[src/rtl/tilt_pid_servo_controller_defines.svh]
// Assertion macros for the tilt servo controller.
`ifndef TILT_PID_SERVO_CONTROLLER_DEFINES_SVH
`define TILT_PID_SERVO_CONTROLLER_DEFINES_SVH
`ifndef SYNTHESIS
`define TPS_ASSERT_IMP(label, clk, rst_n, a, c) \
    label: assert property (@(posedge clk) disable iff (!rst_n) (a) |-> (c)) \
    else $error("assertion failed");
`define TPS_ASSERT_NEXT(label, clk, rst_n, a, c) \
    label: assert property (@(posedge clk) disable iff (!rst_n) (a) |=> (c)) \
    else $error("assertion failed");
`else
`define TPS_ASSERT_IMP(label, clk, rst_n, a, c)
`define TPS_ASSERT_NEXT(label, clk, rst_n, a, c)
`endif
`endif

[src/rtl/tps_pkg.sv]
// Package with types, constants and tables for the tilt servo controller.
`timescale 1ns / 1ps
package tps_pkg;
    localparam int CordicSteps = 16;
    localparam int IntegralLimit = 3000;
    localparam int AccW = 48;

    localparam logic [2:0] REG_GYRO_OFFSET = 3'd0;
    localparam logic [2:0] REG_POT_LOW = 3'd1;
    localparam logic [2:0] REG_POT_HIGH = 3'd2;
    localparam logic [2:0] REG_GAIN_PROP = 3'd3;
    localparam logic [2:0] REG_GAIN_INTEG = 3'd4;
    localparam logic [2:0] REG_GAIN_DERIV = 3'd5;
    localparam logic [2:0] REG_FILTER_ALPHA = 3'd6;
    localparam logic [2:0] REG_DEADBAND = 3'd7;

    typedef enum logic [1:0] {
        MUL_IDLE,
        MUL_RUN,
        MUL_DONE
    } mul_state_t;

    typedef enum logic [4:0] {
        ST_IDLE,
        ST_CORDIC,
        ST_DIV_START,
        ST_DIV_RUN,
        ST_INC,
        ST_BLEND_A,
        ST_BLEND_A_WAIT,
        ST_BLEND_B,
        ST_BLEND_B_WAIT,
        ST_FILT,
        ST_SP_START,
        ST_SP_RUN,
        ST_ERR,
        ST_PID_P,
        ST_PID_P_WAIT,
        ST_PID_I,
        ST_PID_I_WAIT,
        ST_PID_D,
        ST_PID_D_WAIT,
        ST_TGT,
        ST_PWM_START,
        ST_PWM_RUN,
        ST_OUT
    } ctrl_state_t;

    typedef struct packed {
        logic        start;
        logic [47:0] dividend;
        logic [15:0] divisor;
    } div_req_t;

    function automatic logic [24:0] atan_entry(input logic [4:0] i);
        logic [24:0] r;
        begin
            case (i)
                5'd0: r = 25'd2949120;
                5'd1: r = 25'd1740967;
                5'd2: r = 25'd919879;
                5'd3: r = 25'd466945;
                5'd4: r = 25'd234379;
                5'd5: r = 25'd117265;
                5'd6: r = 25'd58666;
                5'd7: r = 25'd29335;
                5'd8: r = 25'd14668;
                5'd9: r = 25'd7334;
                5'd10: r = 25'd3667;
                5'd11: r = 25'd1833;
                5'd12: r = 25'd917;
                5'd13: r = 25'd458;
                5'd14: r = 25'd229;
                5'd15: r = 25'd115;
                5'd16: r = 25'd57;
                5'd17: r = 25'd29;
                5'd18: r = 25'd14;
                5'd19: r = 25'd7;
                5'd20: r = 25'd4;
                5'd21: r = 25'd2;
                5'd22: r = 25'd1;
                default: r = 25'd0;
            endcase
            return r;
        end
    endfunction
endpackage

[src/rtl/tps_mul.sv]
// Bit-serial signed-by-unsigned multiplier.
`timescale 1ns / 1ps
module tps_mul
    import tps_pkg::*;
(
    input  logic                   clk,
    input  logic                   rst_n,
    input  logic                   start,
    input  logic signed [AccW-1:0] multiplicand,
    input  logic        [16:0]     multiplier,
    output logic                   done,
    output logic signed [AccW-1:0] product
);
    mul_state_t state_reg, state_next;
    logic [4:0] count_reg, count_next;
    logic signed [AccW-1:0] mcand_reg, mcand_next;
    logic [16:0] mplier_reg, mplier_next;
    logic signed [AccW-1:0] acc_reg, acc_next;

    always_ff @(posedge clk or negedge rst_n)
    begin
        if (!rst_n)
        begin
            state_reg <= MUL_IDLE;
            count_reg <= '0;
        end
        else
        begin
            state_reg <= state_next;
            count_reg <= count_next;
        end
    end

    always_ff @(posedge clk)
    begin
        mcand_reg <= mcand_next;
        mplier_reg <= mplier_next;
        acc_reg <= acc_next;
    end

    always_comb
    begin
        state_next = state_reg;
        count_next = count_reg;
        mcand_next = mcand_reg;
        mplier_next = mplier_reg;
        acc_next = acc_reg;
        done = 1'b0;
        unique case (state_reg)
            MUL_IDLE:
            begin
                if (start)
                begin
                    mcand_next = multiplicand;
                    mplier_next = multiplier;
                    acc_next = '0;
                    count_next = '0;
                    state_next = MUL_RUN;
                end
            end
            MUL_RUN:
            begin
                if (mplier_reg[0])
                begin
                    acc_next = acc_reg + mcand_reg;
                end
                mcand_next = mcand_reg <<< 1;
                mplier_next = mplier_reg >> 1;
                count_next = count_reg + 5'd1;
                if (count_reg == 5'd16)
                begin
                    state_next = MUL_DONE;
                end
            end
            MUL_DONE:
            begin
                done = 1'b1;
                state_next = MUL_IDLE;
            end
            default:
            begin
                state_next = MUL_IDLE;
            end
        endcase
    end

    assign product = acc_reg;
endmodule

[src/rtl/tps_div.sv]
// Restoring unsigned divider that retires one quotient bit per cycle.
`timescale 1ns / 1ps
module tps_div
    import tps_pkg::*;
(
    input  logic        clk,
    input  logic        rst_n,
    input  div_req_t    req,
    output logic        busy,
    output logic [47:0] quotient
);
    logic [5:0] count_reg, count_next;
    logic [47:0] quot_reg, quot_next;
    logic [16:0] rem_reg, rem_next;
    logic [15:0] dsor_reg, dsor_next;
    logic [16:0] trial;

    always_ff @(posedge clk or negedge rst_n)
    begin
        if (!rst_n)
        begin
            count_reg <= '0;
        end
        else
        begin
            count_reg <= count_next;
        end
    end

    always_ff @(posedge clk)
    begin
        quot_reg <= quot_next;
        rem_reg <= rem_next;
        dsor_reg <= dsor_next;
    end

    always_comb
    begin
        count_next = count_reg;
        quot_next = quot_reg;
        rem_next = rem_reg;
        dsor_next = dsor_reg;
        trial = {rem_reg[15:0], quot_reg[47]};
        if (req.start)
        begin
            quot_next = req.dividend;
            rem_next = '0;
            dsor_next = req.divisor;
            count_next = 6'd48;
        end
        else if (count_reg != 6'd0)
        begin
            if (trial >= {1'b0, dsor_reg})
            begin
                rem_next = trial - {1'b0, dsor_reg};
                quot_next = {quot_reg[46:0], 1'b1};
            end
            else
            begin
                rem_next = trial;
                quot_next = {quot_reg[46:0], 1'b0};
            end
            count_next = count_reg - 6'd1;
        end
    end

    assign busy = (count_reg != 6'd0);
    assign quotient = quot_reg;
endmodule

[src/rtl/tps_cordic.sv]
// Vectoring CORDIC that iterates one rotation per cycle to give the pitch.
`timescale 1ns / 1ps
module tps_cordic
    import tps_pkg::*;
(
    input  logic                clk,
    input  logic                rst_n,
    input  logic                start,
    input  logic signed [15:0]  ay,
    input  logic signed [15:0]  az,
    output logic                done,
    output logic signed [23:0]  pitch
);
    localparam int StepW = $clog2(CordicSteps + 1);

    logic signed [27:0] x_reg, x_next, y_reg, y_next;
    logic signed [27:0] z_reg, z_next;
    logic [StepW-1:0] i_reg, i_next;
    logic run_reg, run_next;
    logic zero_reg, zero_next;
    logic done_reg, done_next;
    logic signed [27:0] xs, ys, x0, y0;
    logic signed [27:0] zr;

    always_ff @(posedge clk or negedge rst_n)
    begin
        if (!rst_n)
        begin
            run_reg <= 1'b0;
            done_reg <= 1'b0;
        end
        else
        begin
            run_reg <= run_next;
            done_reg <= done_next;
        end
    end

    always_ff @(posedge clk)
    begin
        x_reg <= x_next;
        y_reg <= y_next;
        z_reg <= z_next;
        i_reg <= i_next;
        zero_reg <= zero_next;
    end

    always_comb
    begin
        x_next = x_reg;
        y_next = y_reg;
        z_next = z_reg;
        i_next = i_reg;
        run_next = run_reg;
        zero_next = zero_reg;
        done_next = 1'b0;
        x0 = 28'(az) <<< 8;
        y0 = 28'(ay) <<< 8;
        xs = x_reg >>> i_reg;
        ys = y_reg >>> i_reg;
        if (start)
        begin
            zero_next = (ay == 16'sd0) && (az == 16'sd0);
            i_next = '0;
            run_next = 1'b1;
            if (az < 0)
            begin
                x_next = -x0;
                y_next = -y0;
                z_next = (ay >= 0) ? 28'sd11796480 : -28'sd11796480;
            end
            else
            begin
                x_next = x0;
                y_next = y0;
                z_next = '0;
            end
        end
        else if (run_reg)
        begin
            if (y_reg > 0)
            begin
                x_next = x_reg + ys;
                y_next = y_reg - xs;
                z_next = z_reg + 28'(atan_entry(5'(i_reg)));
            end
            else
            begin
                x_next = x_reg - ys;
                y_next = y_reg + xs;
                z_next = z_reg - 28'(atan_entry(5'(i_reg)));
            end
            i_next = i_reg + StepW'(1);
            if (i_reg == StepW'(CordicSteps - 1))
            begin
                run_next = 1'b0;
                done_next = 1'b1;
            end
        end
    end

    assign zr = (z_reg + 28'sd128) >>> 8;
    assign pitch = zero_reg ? 24'sd0 : -24'(zr);
    assign done = done_reg;
endmodule

[src/rtl/tilt_pid_servo_controller.sv]
// Top level of the tilt servo controller: registers, sequencer and outputs.
//
// Channel | Direction | Handshake        | Payload
// in      | input     | in_valid/ready   | gyro_x, accel_y, accel_z, pot_sample
// out     | output    | out_valid/ready  | pulse_width, filtered_angle, angle_byte, target_byte
// cfg     | input     | APB psel/penable | paddr, pwdata, prdata
//
// Each accepted item passes through three divides and five serial multiplies, with
// the 16-step CORDIC running under the first divide, and a new item is accepted only
// after the previous one has finished. An empty pot range skips one divide.
// Reset clears the state and loads the register defaults.
// The next item is taken while a result waits in the output register; a second
// finished result then stalls in the last step until the first one is taken.
`timescale 1ns / 1ps
`include "tilt_pid_servo_controller_defines.svh"
module tilt_pid_servo_controller
    import tps_pkg::*;
(
    input  logic               clk,
    input  logic               rst_n,
    input  logic               in_valid,
    output logic               in_ready,
    input  logic signed [15:0] gyro_x,
    input  logic signed [15:0] accel_y,
    input  logic signed [15:0] accel_z,
    input  logic        [11:0] pot_sample,
    output logic               out_valid,
    input  logic               out_ready,
    output logic        [11:0] pulse_width,
    output logic signed [23:0] filtered_angle,
    output logic        [7:0]  angle_byte,
    output logic        [6:0]  target_byte,
    input  logic               psel,
    input  logic               penable,
    input  logic               pwrite,
    input  logic        [4:0]  paddr,
    input  logic        [31:0] pwdata,
    output logic        [31:0] prdata,
    output logic               pready
);
    localparam logic signed [AccW-1:0] AMax = AccW'(8388607);
    localparam logic signed [AccW-1:0] AMin = -AccW'(8388608);
    localparam logic signed [AccW-1:0] ILim = AccW'(IntegralLimit * 256);

    logic signed [19:0] gyro_offset_reg;
    logic [11:0] pot_low_reg, pot_high_reg, deadband_reg;
    logic [15:0] gain_prop_reg, gain_integ_reg, gain_deriv_reg;
    logic [16:0] filter_alpha_reg;
    logic signed [23:0] tilt_reg, tilt_next;
    logic signed [23:0] prev_err_reg, prev_err_next;
    logic signed [21:0] integ_reg, integ_next;

    ctrl_state_t state_reg, state_next;
    logic out_valid_reg, out_valid_next;
    logic [11:0] pwm_reg, pwm_next;
    logic signed [23:0] filt_out_reg, filt_out_next;
    logic [7:0] ab_reg, ab_next;
    logic [6:0] tb_reg, tb_next;

    logic signed [15:0] gx_reg, gx_next, ay_reg, ay_next, az_reg, az_next;
    logic [11:0] pot_reg, pot_next;
    logic signed [AccW-1:0] acc_reg, acc_next;
    logic signed [AccW-1:0] t_reg, t_next;
    logic dneg_reg, dneg_next;
    logic signed [23:0] pitch_reg, pitch_next;
    logic signed [23:0] filt_reg, filt_next;
    logic [6:0] sp_reg, sp_next;
    logic signed [23:0] err_reg, err_next;

    logic wr_en;
    logic [2:0] wr_idx;
    logic in_fire, out_fire;
    logic cordic_start, cordic_done;
    logic signed [23:0] cordic_pitch;
    div_req_t div_req;
    logic div_busy;
    logic [47:0] div_q;
    logic mul_start, mul_done;
    logic signed [AccW-1:0] mul_a, mul_p;
    logic [16:0] mul_b;
    logic [16:0] alpha_eff;
    logic signed [AccW-1:0] d_val, dmag, sum, ftmp, etmp, itmp, abtmp;
    logic [11:0] pclamp;

    assign pready = 1'b1;
    assign wr_en = psel && penable && pwrite;
    assign wr_idx = paddr[4:2];
    assign in_ready = (state_reg == ST_IDLE);
    assign in_fire = in_valid && in_ready;
    assign out_fire = out_valid_reg && out_ready;
    assign alpha_eff = filter_alpha_reg[16] ? 17'h10000 : filter_alpha_reg;

    always_ff @(posedge clk or negedge rst_n)
    begin
        if (!rst_n)
        begin
            gyro_offset_reg <= '0;
            pot_low_reg <= '0;
            pot_high_reg <= 12'd4095;
            gain_prop_reg <= 16'd4096;
            gain_integ_reg <= 16'd205;
            gain_deriv_reg <= 16'd819;
            filter_alpha_reg <= 17'd62259;
            deadband_reg <= 12'd384;
        end
        else if (wr_en)
        begin
            unique case (wr_idx)
                REG_GYRO_OFFSET: gyro_offset_reg <= pwdata[19:0];
                REG_POT_LOW: pot_low_reg <= pwdata[11:0];
                REG_POT_HIGH: pot_high_reg <= pwdata[11:0];
                REG_GAIN_PROP: gain_prop_reg <= pwdata[15:0];
                REG_GAIN_INTEG: gain_integ_reg <= pwdata[15:0];
                REG_GAIN_DERIV: gain_deriv_reg <= pwdata[15:0];
                REG_FILTER_ALPHA: filter_alpha_reg <= pwdata[16:0];
                REG_DEADBAND: deadband_reg <= pwdata[11:0];
                default: ;
            endcase
        end
    end

    always_comb
    begin
        unique case (wr_idx)
            REG_GYRO_OFFSET: prdata = 32'(signed'(gyro_offset_reg));
            REG_POT_LOW: prdata = 32'(pot_low_reg);
            REG_POT_HIGH: prdata = 32'(pot_high_reg);
            REG_GAIN_PROP: prdata = 32'(gain_prop_reg);
            REG_GAIN_INTEG: prdata = 32'(gain_integ_reg);
            REG_GAIN_DERIV: prdata = 32'(gain_deriv_reg);
            REG_FILTER_ALPHA: prdata = 32'(filter_alpha_reg);
            REG_DEADBAND: prdata = 32'(deadband_reg);
            default: prdata = '0;
        endcase
    end

    tps_cordic u_cordic (
        .clk(clk), .rst_n(rst_n), .start(cordic_start), .ay(ay_reg), .az(az_reg),
        .done(cordic_done), .pitch(cordic_pitch)
    );

    tps_div u_div (
        .clk(clk), .rst_n(rst_n), .req(div_req), .busy(div_busy), .quotient(div_q)
    );

    tps_mul u_mul (
        .clk(clk), .rst_n(rst_n), .start(mul_start), .multiplicand(mul_a),
        .multiplier(mul_b), .done(mul_done), .product(mul_p)
    );

    always_ff @(posedge clk or negedge rst_n)
    begin
        if (!rst_n)
        begin
            state_reg <= ST_IDLE;
            out_valid_reg <= 1'b0;
            tilt_reg <= '0;
            prev_err_reg <= '0;
            integ_reg <= '0;
        end
        else
        begin
            state_reg <= state_next;
            out_valid_reg <= out_valid_next;
            tilt_reg <= tilt_next;
            prev_err_reg <= prev_err_next;
            integ_reg <= integ_next;
        end
    end

    always_ff @(posedge clk)
    begin
        pwm_reg <= pwm_next;
        filt_out_reg <= filt_out_next;
        ab_reg <= ab_next;
        tb_reg <= tb_next;
        gx_reg <= gx_next;
        ay_reg <= ay_next;
        az_reg <= az_next;
        pot_reg <= pot_next;
        acc_reg <= acc_next;
        t_reg <= t_next;
        dneg_reg <= dneg_next;
        pitch_reg <= pitch_next;
        filt_reg <= filt_next;
        sp_reg <= sp_next;
        err_reg <= err_next;
    end

    always_comb
    begin
        state_next = state_reg;
        out_valid_next = out_valid_reg;
        tilt_next = tilt_reg;
        prev_err_next = prev_err_reg;
        integ_next = integ_reg;
        pwm_next = pwm_reg;
        filt_out_next = filt_out_reg;
        ab_next = ab_reg;
        tb_next = tb_reg;
        gx_next = gx_reg;
        ay_next = ay_reg;
        az_next = az_reg;
        pot_next = pot_reg;
        acc_next = acc_reg;
        t_next = t_reg;
        dneg_next = dneg_reg;
        pitch_next = pitch_reg;
        filt_next = filt_reg;
        sp_next = sp_reg;
        err_next = err_reg;
        cordic_start = 1'b0;
        div_req = '0;
        mul_start = 1'b0;
        mul_a = '0;
        mul_b = '0;
        d_val = (AccW'(gx_reg) <<< 4) - AccW'(gyro_offset_reg);
        dmag = d_val[AccW-1] ? -d_val : d_val;
        sum = '0;
        ftmp = '0;
        etmp = '0;
        itmp = '0;
        abtmp = '0;
        pclamp = (pot_reg < pot_low_reg) ? pot_low_reg :
                 ((pot_reg > pot_high_reg) ? pot_high_reg : pot_reg);
        if (out_fire)
        begin
            out_valid_next = 1'b0;
        end
        unique case (state_reg)
            ST_IDLE:
            begin
                if (in_fire)
                begin
                    gx_next = gyro_x;
                    ay_next = accel_y;
                    az_next = accel_z;
                    pot_next = pot_sample;
                    state_next = ST_CORDIC;
                end
            end
            ST_CORDIC:
            begin
                cordic_start = 1'b1;
                state_next = ST_DIV_START;
            end
            ST_DIV_START:
            begin
                dneg_next = d_val[AccW-1];
                div_req.start = 1'b1;
                div_req.dividend = 48'((dmag <<< 4) + AccW'(3275));
                div_req.divisor = 16'd6550;
                state_next = ST_DIV_RUN;
            end
            ST_DIV_RUN:
            begin
                if (cordic_done)
                begin
                    pitch_next = cordic_pitch;
                end
                if (!div_busy)
                begin
                    state_next = ST_INC;
                end
            end
            ST_INC:
            begin
                t_next = dneg_reg ? AccW'(signed'(div_q)) :
                         -AccW'(signed'(div_q));
                state_next = ST_BLEND_A;
            end
            ST_BLEND_A:
            begin
                mul_start = 1'b1;
                mul_a = AccW'(tilt_reg) + t_reg;
                mul_b = alpha_eff;
                state_next = ST_BLEND_A_WAIT;
            end
            ST_BLEND_A_WAIT:
            begin
                if (mul_done)
                begin
                    acc_next = mul_p;
                    state_next = ST_BLEND_B;
                end
            end
            ST_BLEND_B:
            begin
                mul_start = 1'b1;
                mul_a = AccW'(pitch_reg);
                mul_b = 17'h10000 - alpha_eff;
                state_next = ST_BLEND_B_WAIT;
            end
            ST_BLEND_B_WAIT:
            begin
                if (mul_done)
                begin
                    acc_next = acc_reg + mul_p + AccW'(32768);
                    state_next = ST_FILT;
                end
            end
            ST_FILT:
            begin
                ftmp = acc_reg >>> 16;
                if (ftmp > AMax)
                begin
                    ftmp = AMax;
                end
                else if (ftmp < AMin)
                begin
                    ftmp = AMin;
                end
                filt_next = 24'(ftmp);
                tilt_next = 24'(ftmp);
                state_next = ST_SP_START;
            end
            ST_SP_START:
            begin
                if (pot_high_reg > pot_low_reg)
                begin
                    div_req.start = 1'b1;
                    div_req.dividend = 48'(pclamp - pot_low_reg) * 48'd90;
                    div_req.divisor = 16'(pot_high_reg - pot_low_reg);
                    state_next = ST_SP_RUN;
                end
                else
                begin
                    sp_next = '0;
                    state_next = ST_ERR;
                end
            end
            ST_SP_RUN:
            begin
                if (!div_busy)
                begin
                    sp_next = div_q[6:0];
                    state_next = ST_ERR;
                end
            end
            ST_ERR:
            begin
                etmp = (AccW'(sp_reg) <<< 8) - AccW'(filt_reg);
                if (etmp > AMax)
                begin
                    etmp = AMax;
                end
                else if (etmp < AMin)
                begin
                    etmp = AMin;
                end
                itmp = etmp[AccW-1] ? -etmp : etmp;
                if (itmp < AccW'(deadband_reg))
                begin
                    etmp = '0;
                end
                err_next = 24'(etmp);
                state_next = ST_PID_P;
            end
            ST_PID_P:
            begin
                mul_start = 1'b1;
                mul_a = AccW'(err_reg);
                mul_b = 17'(gain_prop_reg);
                state_next = ST_PID_P_WAIT;
            end
            ST_PID_P_WAIT:
            begin
                if (mul_done)
                begin
                    acc_next = mul_p + AccW'(2048);
                    state_next = ST_PID_I;
                end
            end
            ST_PID_I:
            begin
                mul_start = 1'b1;
                mul_a = AccW'(integ_reg);
                mul_b = 17'(gain_integ_reg);
                state_next = ST_PID_I_WAIT;
            end
            ST_PID_I_WAIT:
            begin
                if (mul_done)
                begin
                    acc_next = acc_reg + mul_p;
                    state_next = ST_PID_D;
                end
            end
            ST_PID_D:
            begin
                mul_start = 1'b1;
                mul_a = AccW'(err_reg) - AccW'(prev_err_reg);
                mul_b = 17'(gain_deriv_reg);
                state_next = ST_PID_D_WAIT;
            end
            ST_PID_D_WAIT:
            begin
                if (mul_done)
                begin
                    acc_next = acc_reg + mul_p;
                    itmp = AccW'(integ_reg) + AccW'(err_reg);
                    if (itmp > ILim)
                    begin
                        itmp = ILim;
                    end
                    else if (itmp < -ILim)
                    begin
                        itmp = -ILim;
                    end
                    integ_next = 22'(itmp);
                    prev_err_next = err_reg;
                    state_next = ST_TGT;
                end
            end
            ST_TGT:
            begin
                sum = (signed'(AccW'(sp_reg)) <<< 8) + (acc_reg >>> 12);
                if (sum < 0)
                begin
                    sum = '0;
                end
                else if (sum > AccW'(46080))
                begin
                    sum = AccW'(46080);
                end
                t_next = sum >>> 8;
                state_next = ST_PWM_START;
            end
            ST_PWM_START:
            begin
                div_req.start = 1'b1;
                div_req.dividend = 48'(t_reg[7:0]) * 48'd1900;
                div_req.divisor = 16'd180;
                state_next = ST_PWM_RUN;
            end
            ST_PWM_RUN:
            begin
                if (!div_busy)
                begin
                    state_next = ST_OUT;
                end
            end
            ST_OUT:
            begin
                if (!out_valid_reg || out_fire)
                begin
                    pwm_next = 12'd500 + div_q[11:0];
                    filt_out_next = filt_reg;
                    abtmp = (AccW'(filt_reg) + AccW'(128)) >>> 8;
                    if (abtmp < 0)
                    begin
                        ab_next = 8'd0;
                    end
                    else if (abtmp > AccW'(255))
                    begin
                        ab_next = 8'd255;
                    end
                    else
                    begin
                        ab_next = abtmp[7:0];
                    end
                    tb_next = sp_reg;
                    out_valid_next = 1'b1;
                    state_next = ST_IDLE;
                end
            end
            default:
            begin
                state_next = ST_IDLE;
            end
        endcase
    end

    assign out_valid = out_valid_reg;
    assign pulse_width = pwm_reg;
    assign filtered_angle = filt_out_reg;
    assign angle_byte = ab_reg;
    assign target_byte = tb_reg;

    `TPS_ASSERT_IMP(a_ready_idle, clk, rst_n, in_ready, state_reg == ST_IDLE)
    `TPS_ASSERT_NEXT(a_out_hold, clk, rst_n, out_valid && !out_ready, out_valid)
    `TPS_ASSERT_IMP(a_pwm_range, clk, rst_n, out_valid,
                    pulse_width >= 12'd500 && pulse_width <= 12'd2400)
    `TPS_ASSERT_IMP(a_target_range, clk, rst_n, out_valid, target_byte <= 7'd90)
endmodule
[config.mk]
export PLATFORM = sky130hd
export DESIGN_NAME = tilt_pid_servo_controller
export DESIGN_NICKNAME = d
export VERILOG_FILES = /design/src/rtl/tps_pkg.sv /design/src/rtl/tps_mul.sv /design/src/rtl/tps_div.sv /design/src/rtl/tps_cordic.sv /design/src/rtl/tilt_pid_servo_controller.sv
export VERILOG_INCLUDE_DIRS = /design/src /design/src/rtl
export SDC_FILE = /design/constraint.sdc
export NUM_CORES = 2
export LEC_CHECK = 0
export BUFFER_PORTS_ARGS = -buffer_cell sky130_fd_sc_hd__buf_4
export CORE_UTILIZATION = 43
export CTS_CLUSTER_SIZE = 12
export DETAILED_ROUTE_END_ITERATION = 8
export SYNTH_ARGS = -nofsm -noshare
export SYNTH_HDL_FRONTEND = slang
export SYNTH_SLANG_ARGS = --single-unit
export TNS_END_PERCENT = 1
[constraint.sdc]
create_clock -name clk -period 10.6 [get_ports clk]
set_input_delay 1.59 -clock clk [delete_from_list [all_inputs] [get_ports clk]]
set_output_delay 1.59 -clock clk [all_outputs]
set_load 0.01 [all_outputs]
==> summary.txt <==
Outcome
  – Status: completed

Clock tree
  – Worst-path clk slew: 0.06 ns
  – Hold Buf Count CTS: 0
  – Clock tree buffer depth: 3
  – Setup bufs post-CTS: 0
  – Post-cts sizing count: 0
  – CTS tree: done
  – Root buf cell: clkbuf_16
  – H-tree depth reported by CTS: 3
  – Num CTS Buffers: 98
  – CTS sink cnt: 802
  – Worst skew pair latency: 0.72 ns

STA
  – Final worst path period share: 91.67%
  – TNS Setup: 0 ns
  – Worst-Margin Slew: 1.208 ns
  – Clk_skew: 0.03964 ns
  – Fmax: 102.9 MHz
  – Setup-failing EPs final: 0
  – RSZ-0062 raised after global routing: no
  – Normalized max-slew margin: 18.44%
  – Slew Viols, Final: 0
  – Final Hold Vio Count: 0
  – Final min period: 9.717 ns

Global route
  – Antenna violations before repair: 2
  – Grt total ovfl: 0
  – Routing usage on met2: 40.68%
  – Largest net degree at the start of global routing: 138
  – GR Util met1: 35.80%
  – Total GRT Usage: 25.59%
  – GR Util met3: 3.150%
  – GR peak layer: met2
  – Vias in the first global route: 53920
  – First-pass GRT wire length: 315.6 mm

Cells and area
  – Final core utilization: 47.83%
  – Layout Nets: 8042
  – Area occupied by multi-input gates: 40890 sq um
  – Layout overhead on the synthesized area: 10.11%
  – N_diodes: 0
  – Fin area: 72820 sq um
  – Layout Cells excl Fill: 9505
  – Fraction of layout cells with a size suffix above 1: 9.886%
  – Fillers: 14410
  – FF+latch area: 22640 sq um

Worst setup path
  – Worst EP arrival: 10.28 ns
  – Kind of critical path: flip-flop to flip-flop
  – Largest fanout on the critical path: 12
  – Crit path largest cell delay: 0.63 ns
  – Critical path endpoint category: flip-flop
  – Worst Setup Start Kind: flip-flop
  – CP required: 11.16 ns
  – Most frequent CP cell: a21o_1
  – CP max-delay cell: nor2_1

Yosys
  – Syn Std Cell Area: 66130 sq um
  – Area contributors post-synth: edfxtp_1, ha_1, dfrtp_1, xnor2_1, a21oi_1
  – Primary FF master, synth: edfxtp_1
  – Syn_nets: 8008
  – Seq cells post-synth: 802
  – Avg Cell Area, Syn: 8.986 sq um
  – Mapped Cells: 7360
  – Synth unique cells: 103
  – Yosys top cell area share: 24.84%
  – Asr flop ratio synth: 26.43%
  – Post-synthesis sequential area ratio: 34.23%
  – Warnings, synthesis: 0
  – Count leader, synth: nor2_1
  – Post-synth EDFFs: 547
  – Post-synth top cells: nor2_1, nand2_1, a21oi_1, edfxtp_1, ha_1
  – Area leader, netlist: edfxtp_1

Routing
  – Post-Route WL: 203.7 mm
  – Routed Antenna Nets: 0
  – Post-DR vias/cell: 5.956
  – DRC viols: 0
  – Drt wl/cell: 21.43 um
  – TritonRoute pass-1 iters: 6
  – Via count: 56610
  – Drt first-iter violations: 5154

Floorplan
  – Core ar.: 152300 sq um
  – Die area: 155400 sq um
  – Die Ht: 394.2 um
  – Starting Density: 43.43%
  – IO Pins: 190
  – Die X-Extent: 394.2 um
  – Row cnt: 143

Placement
  – GP Congestion: 0.9396
  – Area after DPL: 69450 sq um
  – Dpl hpwl: 156.6 mm
  – I/O Buffers: 174
  – Inst Count DP: 9324

Flow run
  – Max_cap viols: 0

Min path
  – Hold crit path type: flip-flop to flip-flop
## cells in the final DEF (no fill, tap or decap), types with 84 or more instances in the layout
cell,count
a21oi_1,573
xnor2_1,357
a31oi_1,90
o21ai_0,482
mux2_2,97
clkbuf_16,102
nand3_1,152
dfrtp_1,176
ha_1,489
inv_1,393
nor2_1,708
edfxtp_1,547
nand4_1,84
nor3_1,173
xor2_1,216
nand2_1,645
buf_4,244
a21o_1,218
mux2i_1,110
## cell type report
cell class / count / share of cell area [%]
sequential: 802 / 31.09
clock inverter: 55 / 0.8797
tap: 2030 / 3.488
inverter: 403 / 2.077
clock buffer: 126 / 3.753
timing repair buffer: 246 / 2.564
multi-input combinational: 5843 / 56.15
## per-stage QoR
step | hold slack (ns) | worst slack (ns)
floorplan | 0.4206 | 1.975
global placement | 0.4473 | 1.086
detailed placement | 0.4516 | 1.028
CTS | 0.4665 | 0.9340
global route | 0.4988 | 0.03950
finish | 0.4590 | 0.8828
## routing by layer
metal | up-vias | part of all wire [%]
met5 | - | 0
met4 | 0 | 3.6
met3 | 335 | 6.1
met2 | 1826 | 45
met1 | 27240 | 46
li1 | 27220 | -
## worst max-delay path: cells and delay by family, from the launching register on
kind	cells	cell delay [ns]
buffers and inverters	3	0.37
AOI/OAI and AO/OA	25	5.27
adders and majority gates	6	2.13
DFF	1	0.40
and+or+nand+nor	3	1.02
muxes	1	0.36
## cells by family (layout without fill, tap and decap cells)
family                     Yosys count  after routing  share of synthesized area [%]
and+or+nand+nor                   2352           2352                          16.88
AOI/OAI and AO/OA                 2095           2095                          20.40
other                                1              1                       0.005670
buffers and inverters              715            830                          4.244
muxes                              278            278                          5.740
xor gates and xnor gates           573            573                          7.588
DFF                                802            802                          34.23
adders and majority gates          544            544                          10.92
## final timing paths
check | from | end | slack (ns) | cells after the start
worst max-delay path | pot_low_reg[1] | u_div.quotient[23] | 0.88 | 38
worst min-delay path | u_div.rem_reg[15] | u_div.rem_reg[15] | 0.46 | 2
worst max register to register | pot_low_reg[1] | u_div.quotient[23] | 0.88 | 38
worst min register to register | u_div.rem_reg[15] | u_div.rem_reg[15] | 0.46 | 2
max in group asynchronous | rst_n | gain_deriv_reg[14] | 8.44 | 2
min in group asynchronous | rst_n | u_div.count_reg[0] | 0.89 | 1
Power is left out: the tool's default activity adds up to more than one toggle a clock period on the data nets, which glitch-free logic cannot reach.
